===== config.mk =====
export PLATFORM = sky130hd
export DESIGN_NAME = palette_gradient_color_flat
export DESIGN_NICKNAME = d
export VERILOG_FILES = /design/src/rtl/pgc_pkg.sv /design/src/rtl/pgc_ifs.sv /design/src/rtl/pgc_front.sv /design/src/rtl/pgc_div.sv /design/src/rtl/pgc_mix.sv /design/src/rtl/palette_gradient_color.sv /design/src/flat_wrapper.sv
export SDC_FILE = /design/constraint.sdc
export NUM_CORES = 2
export LEC_CHECK = 0
export BUFFER_PORTS_ARGS = -buffer_cell sky130_fd_sc_hd__buf_2
export CORE_MARGIN = 3
export CORE_UTILIZATION = 60
export CTS_BUF_LIST = sky130_fd_sc_hd__clkbuf_4
export CTS_CLUSTER_SIZE = 20
export DETAILED_ROUTE_END_ITERATION = 8
export PLACE_DENSITY = 0.79
export SYNTH_ARGS = -nofsm -noshare
export SYNTH_HDL_FRONTEND = slang
export SYNTH_SLANG_ARGS = --single-unit

===== constraint.sdc =====
create_clock -name clk -period 7.4 [get_ports clk]
set_input_delay 1.11 -clock clk [delete_from_list [all_inputs] [get_ports clk]]
set_output_delay 1.11 -clock clk [all_outputs]
set_load 0.02 [all_outputs]

===== src/rtl/pgc_pkg.sv =====
// Shared types, constants and register codes of the palette gradient color block.
`timescale 1ns / 1ps
`default_nettype none

package pgc_pkg;

	// Field widths
	localparam int W_IDX   = 8;
	localparam int W_COLOR = 24;
	localparam int W_CHAN  = 8;
	localparam int N_CHAN  = W_COLOR / W_CHAN;

	// Weight scale: weights run 0..SCALE
	localparam int SCALE    = 1000;
	localparam int W_WEIGHT = 10;

	// Divider: quotient bits below SCALE, retired a few per stage
	localparam int DIV_QBITS  = W_WEIGHT;
	localparam int DIV_STEP   = 2;
	localparam int DIV_STAGES = DIV_QBITS / DIV_STEP;
	localparam int W_DIVIDEND = W_IDX + DIV_QBITS;

	// Blend sum and divide by SCALE through a reciprocal
	localparam int W_BLEND     = W_CHAN + W_WEIGHT;
	localparam int RECIP_SHIFT = 28;
	localparam int RECIP       = ((1 << RECIP_SHIFT) + SCALE - 1) / SCALE;
	localparam int W_RECIP     = 19;
	localparam int W_PROD      = W_BLEND + W_RECIP;

	// Configuration register indexes
	typedef enum logic [2:0] {
		REG_MODE    = 3'd0,
		REG_FIRST   = 3'd1,
		REG_LAST    = 3'd2,
		REG_COLOR_A = 3'd3,
		REG_COLOR_B = 3'd4
	} pgc_reg_t;

	localparam int W_REG_IDX = 3;

	// Gradient modes
	typedef enum logic {
		MODE_LINEAR   = 1'b0,
		MODE_CENTERED = 1'b1
	} pgc_mode_t;

	// Configuration as seen by the datapath
	typedef struct packed {
		pgc_mode_t           mode;
		logic [W_IDX-1:0]    first;
		logic [W_IDX-1:0]    last;
		logic [W_COLOR-1:0]  color_a;
		logic [W_COLOR-1:0]  color_b;
	} pgc_cfg_t;

	// Side data that travels with an item
	typedef struct packed {
		logic               in_range;
		logic [W_IDX-1:0]   entry;
		logic [W_COLOR-1:0] x;
		logic [W_COLOR-1:0] y;
	} pgc_side_t;

	// Request into the divider
	typedef struct packed {
		pgc_side_t             side;
		logic                  sat;
		logic [W_DIVIDEND-1:0] dividend;
		logic [W_IDX-1:0]      divisor;
	} pgc_div_req_t;

	// One divider stage
	typedef struct packed {
		pgc_side_t             side;
		logic                  sat;
		logic [W_DIVIDEND-1:0] dividend;
		logic [W_IDX-1:0]      divisor;
		logic [W_IDX-1:0]      rem;
		logic [DIV_QBITS-1:0]  quo;
	} pgc_div_stg_t;

	// Request into the blender
	typedef struct packed {
		pgc_side_t           side;
		logic [W_WEIGHT-1:0] weight;
	} pgc_mix_req_t;

	// Result item
	typedef struct packed {
		logic              in_range;
		logic [W_IDX-1:0]  entry;
		logic [W_CHAN-1:0] red;
		logic [W_CHAN-1:0] green;
		logic [W_CHAN-1:0] blue;
	} pgc_color_t;

endpackage

`default_nettype wire


===== src/rtl/pgc_ifs.sv =====
// Valid/ready channel interfaces for palette indexes and gradient colors.
`timescale 1ns / 1ps
`default_nettype none

interface pgc_index_if;
	logic       valid;
	logic       ready;
	logic [7:0] index;

	modport source (output valid, output index, input ready);
	modport sink (input valid, input index, output ready);
endinterface

interface pgc_color_if;
	logic       valid;
	logic       ready;
	logic       in_range;
	logic [7:0] entry;
	logic [7:0] red;
	logic [7:0] green;
	logic [7:0] blue;

	modport source (output valid, output in_range, output entry, output red,
		output green, output blue, input ready);
	modport sink (input valid, input in_range, input entry, input red,
		input green, input blue, output ready);
endinterface

`default_nettype wire


===== src/rtl/pgc_front.sv =====
// Front stages: range check, weight numerator and divisor, scaled dividend.
`timescale 1ns / 1ps
`default_nettype none

module pgc_front
	import pgc_pkg::*;
(
	input  wire logic             clk,
	input  wire logic             arst_n,
	input  wire pgc_cfg_t         cfg,
	input  wire logic             in_valid,
	output logic                  in_ready,
	input  wire logic [W_IDX-1:0] index,
	output logic                  out_valid,
	input  wire logic             out_ready,
	output pgc_div_req_t          out_req
);

	logic [W_IDX:0]   mid_sum;
	logic [W_IDX-1:0] mid;
	logic [W_IDX-1:0] gap;
	logic [W_IDX-1:0] num_d;
	logic [W_IDX-1:0] div_d;
	logic             in_range_d;

	logic             vld_s1;
	pgc_side_t        side_s1;
	logic [W_IDX-1:0] num_s1;
	logic [W_IDX-1:0] div_s1;
	logic             sat_s1;
	logic             rdy_s1;

	logic             vld_s2;
	pgc_div_req_t     req_s2;
	logic             rdy_s2;

	// Numerator and divisor for the selected mode
	always_comb begin
		mid_sum    = {1'b0, cfg.first} + {1'b0, cfg.last};
		mid        = mid_sum[W_IDX:1];
		gap        = (mid >= index) ? (mid - index) : (index - mid);
		in_range_d = (index >= cfg.first) && (index <= cfg.last);
		if (cfg.mode == MODE_CENTERED) begin
			num_d = gap;
			div_d = mid - cfg.first;
		end else begin
			num_d = cfg.last - index;
			div_d = cfg.last - cfg.first;
		end
	end

	// Stall chain
	assign rdy_s2   = !vld_s2 || out_ready;
	assign rdy_s1   = !vld_s1 || rdy_s2;
	assign in_ready = rdy_s1;

	// Stage 1 and stage 2 valid bits
	always_ff @(posedge clk or negedge arst_n) begin
		if (!arst_n) begin
			vld_s1 <= 1'b0;
			vld_s2 <= 1'b0;
		end else begin
			if (rdy_s1)
				vld_s1 <= in_valid;
			if (rdy_s2)
				vld_s2 <= vld_s1;
		end
	end

	// Stage 1: capture operands; a numerator at or above the divisor saturates
	always_ff @(posedge clk) begin
		if (rdy_s1 && in_valid) begin
			side_s1.in_range <= in_range_d;
			side_s1.entry    <= index;
			side_s1.x        <= (cfg.mode == MODE_CENTERED) ? cfg.color_b : cfg.color_a;
			side_s1.y        <= (cfg.mode == MODE_CENTERED) ? cfg.color_a : cfg.color_b;
			num_s1           <= num_d;
			div_s1           <= div_d;
			sat_s1           <= (num_d >= div_d);
		end
	end

	// Stage 2: scale the numerator by SCALE
	always_ff @(posedge clk) begin
		if (rdy_s2 && vld_s1) begin
			req_s2.side     <= side_s1;
			req_s2.sat      <= sat_s1;
			req_s2.dividend <= W_DIVIDEND'(num_s1) * W_DIVIDEND'(SCALE);
			req_s2.divisor  <= div_s1;
		end
	end

	assign out_valid = vld_s2;
	assign out_req   = req_s2;

endmodule

`default_nettype wire


===== src/rtl/pgc_div.sv =====
// Pipelined restoring divider that forms the gradient weight.
`timescale 1ns / 1ps
`default_nettype none

module pgc_div
	import pgc_pkg::*;
(
	input  wire logic         clk,
	input  wire logic         arst_n,
	input  wire logic         in_valid,
	output logic              in_ready,
	input  wire pgc_div_req_t in_req,
	output logic              out_valid,
	input  wire logic         out_ready,
	output pgc_mix_req_t      out_req
);

	localparam int W_QIDX = $clog2(DIV_QBITS);

	pgc_div_stg_t                  stg_s [DIV_STAGES];
	pgc_div_stg_t                  stg_d [DIV_STAGES];
	logic         [DIV_STAGES-1:0] vld_s;
	logic         [DIV_STAGES-1:0] vin;
	logic         [DIV_STAGES-1:0] rdy;
	pgc_div_stg_t                  init;

	// Retire DIV_STEP quotient bits, highest first
	function automatic pgc_div_stg_t div_step(pgc_div_stg_t st, logic [W_QIDX-1:0] hi_bit);
		pgc_div_stg_t         r;
		logic [DIV_QBITS-1:0] low;
		logic [W_IDX:0]       trial;
		logic [W_QIDX-1:0]    kb;
		r   = st;
		low = st.dividend[DIV_QBITS-1:0];
		for (int j = 0; j < DIV_STEP; j++) begin
			kb    = hi_bit - W_QIDX'(j);
			trial = {r.rem, low[kb]};
			if (trial >= {1'b0, r.divisor}) begin
				r.rem     = W_IDX'(trial - {1'b0, r.divisor});
				r.quo[kb] = 1'b1;
			end else begin
				r.rem = trial[W_IDX-1:0];
			end
		end
		return r;
	endfunction

	// Seed the partial remainder with the dividend's top bits
	always_comb begin
		init.side     = in_req.side;
		init.sat      = in_req.sat;
		init.dividend = in_req.dividend;
		init.divisor  = in_req.divisor;
		init.rem      = in_req.dividend[W_DIVIDEND-1:DIV_QBITS];
		init.quo      = '0;
	end

	// Next stage contents and the stall chain
	always_comb begin
		for (int g = 0; g < DIV_STAGES; g++) begin
			if (g == 0) begin
				stg_d[g] = div_step(init, W_QIDX'(DIV_QBITS - 1 - DIV_STEP * g));
				vin[g]   = in_valid;
			end else begin
				stg_d[g] = div_step(stg_s[g-1], W_QIDX'(DIV_QBITS - 1 - DIV_STEP * g));
				vin[g]   = vld_s[g-1];
			end
		end
		for (int g = DIV_STAGES - 1; g >= 0; g--) begin
			if (g == DIV_STAGES - 1)
				rdy[g] = !vld_s[g] || out_ready;
			else
				rdy[g] = !vld_s[g] || rdy[g+1];
		end
	end

	assign in_ready = rdy[0];

	// Advance valid bits
	always_ff @(posedge clk or negedge arst_n) begin
		if (!arst_n) begin
			vld_s <= '0;
		end else begin
			for (int g = 0; g < DIV_STAGES; g++)
				if (rdy[g])
					vld_s[g] <= vin[g];
		end
	end

	// Advance payload
	always_ff @(posedge clk) begin
		for (int g = 0; g < DIV_STAGES; g++)
			if (rdy[g] && vin[g])
				stg_s[g] <= stg_d[g];
	end

	// Saturated weights go out at full scale
	assign out_valid      = vld_s[DIV_STAGES-1];
	assign out_req.side   = stg_s[DIV_STAGES-1].side;
	assign out_req.weight = stg_s[DIV_STAGES-1].sat ? W_WEIGHT'(SCALE)
		: stg_s[DIV_STAGES-1].quo;

endmodule

`default_nettype wire


===== src/rtl/pgc_mix.sv =====
// Channel blender: weighted sum, divide by scale, output register.
`timescale 1ns / 1ps
`default_nettype none

module pgc_mix
	import pgc_pkg::*;
(
	input  wire logic         clk,
	input  wire logic         arst_n,
	input  wire logic         in_valid,
	output logic              in_ready,
	input  wire pgc_mix_req_t in_req,
	output logic              out_valid,
	input  wire logic         out_ready,
	output pgc_color_t        out_color
);

	logic [W_BLEND-1:0]  blend_d [N_CHAN];
	logic [W_WEIGHT-1:0] inv_weight;

	logic                vld_s1;
	logic                in_range_s1;
	logic [W_IDX-1:0]    entry_s1;
	logic [W_BLEND-1:0]  blend_s1 [N_CHAN];

	logic                vld_s2;
	logic                in_range_s2;
	logic [W_IDX-1:0]    entry_s2;
	logic [W_PROD-1:0]   prod_s2 [N_CHAN];

	logic                vld_q;
	pgc_color_t          color_q;

	logic                rdy_q;
	logic                rdy_s2;
	logic                rdy_s1;

	// Weighted sum per channel
	always_comb begin
		inv_weight = W_WEIGHT'(SCALE) - in_req.weight;
		for (int c = 0; c < N_CHAN; c++)
			blend_d[c] = W_BLEND'(in_req.weight) * W_BLEND'(in_req.side.x[c*W_CHAN +: W_CHAN])
				+ W_BLEND'(inv_weight) * W_BLEND'(in_req.side.y[c*W_CHAN +: W_CHAN]);
	end

	// Stall chain
	assign rdy_q    = !vld_q || out_ready;
	assign rdy_s2   = !vld_s2 || rdy_q;
	assign rdy_s1   = !vld_s1 || rdy_s2;
	assign in_ready = rdy_s1;

	// Advance valid bits
	always_ff @(posedge clk or negedge arst_n) begin
		if (!arst_n) begin
			vld_s1 <= 1'b0;
			vld_s2 <= 1'b0;
			vld_q  <= 1'b0;
		end else begin
			if (rdy_s1)
				vld_s1 <= in_valid;
			if (rdy_s2)
				vld_s2 <= vld_s1;
			if (rdy_q)
				vld_q <= vld_s2;
		end
	end

	// Stage 1: hold the weighted sums
	always_ff @(posedge clk) begin
		if (rdy_s1 && in_valid) begin
			in_range_s1 <= in_req.side.in_range;
			entry_s1    <= in_req.side.entry;
			for (int c = 0; c < N_CHAN; c++)
				blend_s1[c] <= blend_d[c];
		end
	end

	// Stage 2: multiply by the reciprocal of the scale
	always_ff @(posedge clk) begin
		if (rdy_s2 && vld_s1) begin
			in_range_s2 <= in_range_s1;
			entry_s2    <= entry_s1;
			for (int c = 0; c < N_CHAN; c++)
				prod_s2[c] <= W_PROD'(blend_s1[c]) * W_PROD'(RECIP);
		end
	end

	// Output register: drop the fraction, zero the colors out of range
	always_ff @(posedge clk) begin
		if (rdy_q && vld_s2) begin
			color_q.in_range <= in_range_s2;
			color_q.entry    <= entry_s2;
			color_q.red      <= in_range_s2 ? prod_s2[0][RECIP_SHIFT +: W_CHAN] : '0;
			color_q.green    <= in_range_s2 ? prod_s2[1][RECIP_SHIFT +: W_CHAN] : '0;
			color_q.blue     <= in_range_s2 ? prod_s2[2][RECIP_SHIFT +: W_CHAN] : '0;
		end
	end

	assign out_valid = vld_q;
	assign out_color = color_q;

endmodule

`default_nettype wire


===== src/rtl/palette_gradient_color.sv =====
// Path: front stages, then divider stages, then blender and output register.
// Throughput: one index per cycle while results are taken; every stage has its own
// valid bit and stalls only while the stage after it is full and stalled.
// Weight: five-stage restoring divider, two quotient bits per stage.
// Reset: arst_n clears all valid bits and returns the configuration registers
// to linear mode, range 0..255, color A white, color B black.
`timescale 1ns / 1ps
`default_nettype none

module palette_gradient_color
	import pgc_pkg::*;
(
	input  wire logic                 clk,
	input  wire logic                 arst_n,
	input  wire logic                 cfg_we,
	input  wire logic [W_REG_IDX-1:0] cfg_index,
	input  wire logic [W_COLOR-1:0]   cfg_data,
	pgc_index_if.sink                 index_ch,
	pgc_color_if.source               color_ch
);

	pgc_mode_t          mode_q;
	logic [W_IDX-1:0]   first_q;
	logic [W_IDX-1:0]   last_q;
	logic [W_COLOR-1:0] color_a_q;
	logic [W_COLOR-1:0] color_b_q;
	pgc_cfg_t           cfg;

	logic               fr_valid;
	logic               fr_ready;
	pgc_div_req_t       fr_req;
	logic               dv_valid;
	logic               dv_ready;
	pgc_mix_req_t       dv_req;
	pgc_color_t         color;

	// Configuration registers
	always_ff @(posedge clk or negedge arst_n) begin
		if (!arst_n) begin
			mode_q    <= MODE_LINEAR;
			first_q   <= '0;
			last_q    <= '1;
			color_a_q <= '1;
			color_b_q <= '0;
		end else if (cfg_we) begin
			unique case (cfg_index)
				REG_MODE:    mode_q    <= pgc_mode_t'(cfg_data[0]);
				REG_FIRST:   first_q   <= cfg_data[W_IDX-1:0];
				REG_LAST:    last_q    <= cfg_data[W_IDX-1:0];
				REG_COLOR_A: color_a_q <= cfg_data;
				REG_COLOR_B: color_b_q <= cfg_data;
				default: begin
				end
			endcase
		end
	end

	assign cfg.mode    = mode_q;
	assign cfg.first   = first_q;
	assign cfg.last    = last_q;
	assign cfg.color_a = color_a_q;
	assign cfg.color_b = color_b_q;

	pgc_front u_front (
		.clk       (clk),
		.arst_n    (arst_n),
		.cfg       (cfg),
		.in_valid  (index_ch.valid),
		.in_ready  (index_ch.ready),
		.index     (index_ch.index),
		.out_valid (fr_valid),
		.out_ready (fr_ready),
		.out_req   (fr_req)
	);

	pgc_div u_div (
		.clk       (clk),
		.arst_n    (arst_n),
		.in_valid  (fr_valid),
		.in_ready  (fr_ready),
		.in_req    (fr_req),
		.out_valid (dv_valid),
		.out_ready (dv_ready),
		.out_req   (dv_req)
	);

	pgc_mix u_mix (
		.clk       (clk),
		.arst_n    (arst_n),
		.in_valid  (dv_valid),
		.in_ready  (dv_ready),
		.in_req    (dv_req),
		.out_valid (color_ch.valid),
		.out_ready (color_ch.ready),
		.out_color (color)
	);

	assign color_ch.in_range = color.in_range;
	assign color_ch.entry    = color.entry;
	assign color_ch.red      = color.red;
	assign color_ch.green    = color.green;
	assign color_ch.blue     = color.blue;

`ifndef SYNTHESIS
	// An empty output register leaves the whole pipeline open for a transfer
	a_ready_when_drained: assert property (@(posedge clk) disable iff (!arst_n)
		!color_ch.valid |-> index_ch.ready)
		else $error("input stalled with an empty output register");

	// The divider never hands on a weight above full scale
	a_weight_bound: assert property (@(posedge clk) disable iff (!arst_n)
		dv_valid |-> (dv_req.weight <= W_WEIGHT'(SCALE)))
		else $error("gradient weight above full scale");

	// Out-of-range results carry black
	a_out_of_range_black: assert property (@(posedge clk) disable iff (!arst_n)
		(color_ch.valid && !color_ch.in_range) |->
		(color_ch.red == '0 && color_ch.green == '0 && color_ch.blue == '0))
		else $error("out-of-range result with nonzero color");

	// A result that waits keeps waiting until it is taken
	a_result_held: assert property (@(posedge clk) disable iff (!arst_n)
		(color_ch.valid && !color_ch.ready) |=> color_ch.valid)
		else $error("stalled result dropped");
`endif

endmodule

`default_nettype wire

===== src/flat_wrapper.sv =====
// flat-port wrapper written by rule: the top's interface ports become plain ports
module palette_gradient_color_flat import pgc_pkg::*;
  (clk, arst_n, cfg_we, cfg_index, cfg_data, index_ch_valid, index_ch_index, index_ch_ready, color_ch_valid, color_ch_in_range, color_ch_entry, color_ch_red, color_ch_green, color_ch_blue, color_ch_ready);
  pgc_index_if index_ch_i ();
  pgc_color_if color_ch_i ();
  input  wire logic clk;
  input  wire logic arst_n;
  input  wire logic cfg_we;
  input  wire logic [W_REG_IDX-1:0] cfg_index;
  input  wire logic [W_COLOR-1:0] cfg_data;
  input wire logic [$bits(index_ch_i.valid)-1:0] index_ch_valid;
  input wire logic [$bits(index_ch_i.index)-1:0] index_ch_index;
  output wire logic [$bits(index_ch_i.ready)-1:0] index_ch_ready;
  output wire logic [$bits(color_ch_i.valid)-1:0] color_ch_valid;
  output wire logic [$bits(color_ch_i.in_range)-1:0] color_ch_in_range;
  output wire logic [$bits(color_ch_i.entry)-1:0] color_ch_entry;
  output wire logic [$bits(color_ch_i.red)-1:0] color_ch_red;
  output wire logic [$bits(color_ch_i.green)-1:0] color_ch_green;
  output wire logic [$bits(color_ch_i.blue)-1:0] color_ch_blue;
  input wire logic [$bits(color_ch_i.ready)-1:0] color_ch_ready;
  assign index_ch_i.valid = index_ch_valid;
  assign index_ch_i.index = index_ch_index;
  assign index_ch_ready = index_ch_i.ready;
  assign color_ch_valid = color_ch_i.valid;
  assign color_ch_in_range = color_ch_i.in_range;
  assign color_ch_entry = color_ch_i.entry;
  assign color_ch_red = color_ch_i.red;
  assign color_ch_green = color_ch_i.green;
  assign color_ch_blue = color_ch_i.blue;
  assign color_ch_i.ready = color_ch_ready;
  palette_gradient_color u_core (.clk(clk), .arst_n(arst_n), .cfg_we(cfg_we), .cfg_index(cfg_index), .cfg_data(cfg_data), .index_ch(index_ch_i), .color_ch(color_ch_i));
endmodule

After elaboration in Yosys (flattened, before gate mapping)

Memory sizes are Yosys's and may differ from the RTL's. A register that Yosys moved wholly into a read port is not among the register bits.
Cells that the tools add are included.

Flip-flop bits (word level): 257
Memory bits (writable): 669
Input bits: 40
Logic and storage cells: 166
Memories: 3

Memories:

| name                  | words | bits a word | rd ports | clocked after Yosys merged registers in | write ports | line          | RTL |
|---|---|---|---|---|---|---|---|
| u_core.u_div.stg_s    | 5     | 102         | 5        | 0                                       | 5           | pgc_div.sv:20 | `pgc_div_stg_t stg_s [DIV_STAGES];` |
| u_core.u_mix.prod_s2  | 3     | 35          | 3        | 3                                       | 3           | pgc_mix.sv:29 | `logic [W_PROD-1:0] prod_s2 [N_CHAN];` |
| u_core.u_mix.blend_s1 | 3     | 18          | 3        | 0                                       | 3           | pgc_mix.sv:24 | `logic [W_BLEND-1:0] blend_s1 [N_CHAN];` |

$add $sub $neg: 20
Multiply operators: 10
$lt $le $gt $ge: 14
Eq/ne operators: 4
Multiplexer cells: 40
Reduce and logical (&&, ||, !) cells: 40

Operators by type and width:

| operator                                            | count |
|---|---|
| subtractor 8 bit                                    | 15 |
| multiplier 10 x 8 -> 18 bit                         | 6 |
| multiplier 18 x 17 -> 35 bit, second input constant | 3 |
| two-way mux 8 bit                                   | 13 |
| >= comparator 9 x 8 -> 1 bit                        | 10 |
| adder 18 bit                                        | 3 |
| two-way mux 24 bit                                  | 2 |
| >= comparator 8 bit                                 | 3 |
| two-way mux 1 bit                                   | 24 |
| multiplier 8 x 7 -> 15 bit, second input constant   | 1 |
| zero test 1 bit                                     | 13 |
| logical AND 1 bit                                   | 11 |
| logical OR 1 bit                                    | 10 |
| two-way mux 10 bit                                  | 1 |
| AND reduction 2 bit                                 | 5 |
| subtractor 10 bit, first input constant             | 1 |
| adder 8 x 8 -> 9 bit                                | 1 |
| <= comparator 8 bit                                 | 1 |
| == test 3 x 2 -> 1 bit, second input constant       | 2 |
| == test 3 x 1 -> 1 bit, second input constant       | 1 |
| == test 3 bit, second input constant                | 1 |
| zero test 3 bit                                     | 1 |

Logic depth before layout (Yosys ltp)

Depth in word-level cells: 12
Gate-level depth with buffers: 32
Mapped depth without buffers: 29

By module

Synthesis repeated with hierarchy kept, for this count alone.

Cell total of the unflattened synthesis: 4910
Area, all modules: 59371.9 µm²

By module, submodules not included:

| module                 | times used | cells each | area an instance (µm²) | sequential area each (µm²) |
|---|---|---|---|---|
| pgc_mix                | 1          | 3116       | 30928.4                | 3948.8 |
| pgc_div                | 1          | 1047       | 17146.4                | 12256.8 |
| pgc_front              | 1          | 605        | 8693.3                 | 4704.5 |
| palette_gradient_color | 1          | 142        | 2603.7                 | 1666.6 |

Worst setup path before layout

Ideal clock, no wire load.

Kind: register to register
Start: memory u_core.u_div.stg_s[0][452] in the netlist's numbering
End: memory u_core.u_mix.blend_s1[0][17] in the netlist's numbering, data pin
Library setup time: 0.266 ns
Data arrival time: 7.207 ns
Path slack: -0.073 ns
Cell stages (with the launch flop): 31
Path buffers: 3
Clock period less this slack: 7.473 ns
Cells stage by stage: edfxtp_1 nor2b_1 clkbuf_1 clkbuf_1 inv_1 ha_1 inv_1 o21a_1 o21ai_0 nor3_1 xnor2_1 buf_2 nand2_1 fa_1 inv_1 fa_1 fa_1 fa_1 fa_1 inv_1 fa_1 inv_1 ha_1 and2_1 o21ai_0 o311ai_1 a31oi_1 nor2b_1 o21a_1 o41ai_1 xnor2_1

RTL lines:

| item        | line |
|---|---|
| from (decl) | pgc_div.sv:20 |
| to (decl)   | pgc_mix.sv:24 |

==> run metrics <==
crit share post-route=0.960; Via density=5.35; Root Driver=clkbuf_4; port bufs=74; Layout fillers=7023; Synth area leader=edfxtp_1; initial core utilization=0.609; Top-Level Pins=75; clock slew at reported path FFs=0.06 ns; GRT busiest layer=met2; worst path buffer plus inverter count=5; # DRC=0; Seq/Total Area, Yosys=0.389; GR Layer Usage met1=0.288; post-route minimum period=7.10 ns; global-route wire length before repair=174000 um; Worst Hold Class=in2reg; Post-Synth Simple-Gate Area=0.0771; synth top area cells=edfxtp_1, fa_1, ha_1, inv_1, and2_1; share of cells above drive strength 1=0.131; total global routing overflow=0; CP dominant cell by count=fa_1; nets=6286; Critical Path RT=8.18 ns; Synth Area in Compound Gates=0.0448; Worst-Margin Slew=0.947 ns; largest net degree at the start of global routing=75; row cnt=112; First DRT Iteration DRCs=1702; Core Region=93900 um^2; Yosys reg bits=752; Initial DRT Pass Iterations=5; CTS buffer count=185; vias in the first global route=36500; initial antenna violation count=4; Largest delay share family, worst path=adder cells; GP Congestion=0.888; Final Util=0.657; final hold violations=0; net count after synthesis=6073; max_slew headroom=0.369; final wirelength=102000 um; area grow syn2layout=7.94%; worst skew pair latency=1.05 ns; Adder-Cell Fraction of Synth Area=0.366; Syn. warnings=0; mux contribution to synthesized area=0.0332; worst setup path class=reg2reg; Synth top cells by count=inv_1, ha_1, edfxtp_1, fa_1, and2_1; vias=33700; Finish-stage setup viols=0; met2 usage=0.371; Post-Synth XOR/XNOR Area=0.0234; number of flops mapped to enable cells by yosys=677; CTS H-tree depth=4; Final ANT Viol Nets=0; placed wire-length estimate=78400 um; die area=99000 um^2; Die Wd=315 um; Main synth FF type=edfxtp_1; Worst Skew=0.0614 ns; largest family of logic cells by synthesized area=adder cells; met3 Usage GRT=0.0337; max cap viols=0; All-Layer GR Usage=0.219; synthesized area per cell=12.2 um^2; clk sinks=752; slowest CP cell=fa_1; CP max FO=14; status=complete, no violations; chip height=315 um; Yosys top cell area share=0.356; Worst EP arrival=7.88 ns; most common cell in the netlist=inv_1; Bufs on Longest Clock Path=3; synthesized netlist cell count=4690; Worst Setup Start Kind=flip-flop; CP Capture Type=flip-flop; Mapped Area=57200 um^2; fmax=141 MHz; final slew viol count=0; ys async rst share=0.0997; routed length per instance=16.2 um; Distinct cells, synth=67; Crit path largest cell delay=0.51 ns; CTS tree=built
[layout make-up]
type / instances / area (um^2) / area share
Multi-Input combinational cell: 2927 / 31300 / 0.507
Clock inverter: 66 / 449 / 0.00728
Sequential cell: 752 / 22200 / 0.361
Timing Repair Buffer: 126 / 782 / 0.0127
Antenna cell: 4 / 10.0 / 0.000162
Inverter: 911 / 3420 / 0.0554
Tap cell: 1254 / 1570 / 0.0254
Clock buffer: 262 / 1970 / 0.0319
[state kept, by name, summed over array words and instances, names as in the netlist, 24 cells and up]
signal / cells
u_core.u_front.side_s1: 57
u_core.u_div.stg_s: 393
u_core.color_a_q: 24
u_core.u_mix.out_color: 33
u_core.u_mix.blend_s1: 54
u_core.color_b_q: 24
u_core.u_mix.prod_s2: 24
u_core.u_front.out_req: 81
[per-stage QoR]
stage | TNS (ns) | instance area [um^2] | hold WS (ns) | std cells | setup slack, ns
2_1_floorplan | 0 | 57200 | 0.400 | 4690 | 0.0181
3_3_place_gp | -0.259 | 59100 | 0.400 | 5963 | -0.0988
3_5_place_dp | -1.50 | 59100 | 0.405 | 5963 | -0.365
4_1_cts | -0.0318 | 61600 | 0.129 | 6292 | -0.0318
5_1_grt | -0.0168 | 61700 | 0.219 | 6300 | -0.0152
6_report | 0 | 61700 | 0.290 | 6302 | 0.295
[timing repair]
action,in CTS,in global routing
endpoints found under the hold margin,12,0
setup endpoints to repair,9,9
resized for setup,2,18
hold buffers,1,0
setup buffers,0,6
pin swaps,0,7
[cells in the final DEF (no fill, tap or decap), types with 42 or more instances in the layout]
cell      Yosys  routed
inv_1       911     911
ha_1        797     796
edfxtp_1    677     677
fa_1        546     546
and2_1      317     310
nand2_1     272     272
clkbuf_4      0     262
mux2_2      158     158
a21oi_1     131     129
xnor2_1     114     110
nor2_1       95      95
o21ai_0      86      82
buf_2         3      73
a21o_1       51      51
buf_4         1      50
dfrtp_1      43      42
[cells by family (layout without fill, tap and decap cells)]
logic type / after synthesis / after routing
adder cells (fa/ha/maj): 1343 / 1343
XOR/XNOR: 153 / 153
flip-flops: 752 / 752
AO/OA/AOI/OAI: 404 / 404
multiplexers: 170 / 170
buffers and inverters: 1011 / 1365
other: 0 / 4
AND/OR/NAND/NOR: 857 / 857
[layer usage]
layer	up-vias	routed length [um]	part of all wire
li1	16000	-	-
met2	775	49800	0.49
met5	-	32	0.00031
met1	16700	44800	0.44
met4	4	2810	0.027
met3	212	4950	0.048
[path summary, 6_finish.rpt]
check | from | end | slack, ns | depth (start not counted)
worst max-delay path | u_core.u_div.stg_s[0][410] | u_core.u_mix.blend_s1[0][53] | 0.30 | 27
worst min-delay path | index_ch_valid | u_core.u_front.vld_s1 | 0.29 | 2
worst max register to register | u_core.u_div.stg_s[0][410] | u_core.u_mix.blend_s1[0][53] | 0.30 | 27
worst min register to register | u_core.u_front.side_s1[42] | u_core.u_front.out_req[69] | 0.39 | 0
max in group asynchronous | arst_n | u_core.mode_q | 5.88 | 3
min in group asynchronous | arst_n | u_core.u_div.vld_s[2] | 0.46 | 2
Power is left out: the tool's default activity adds up to more than one toggle a clock period on the data nets, which glitch-free logic cannot reach.
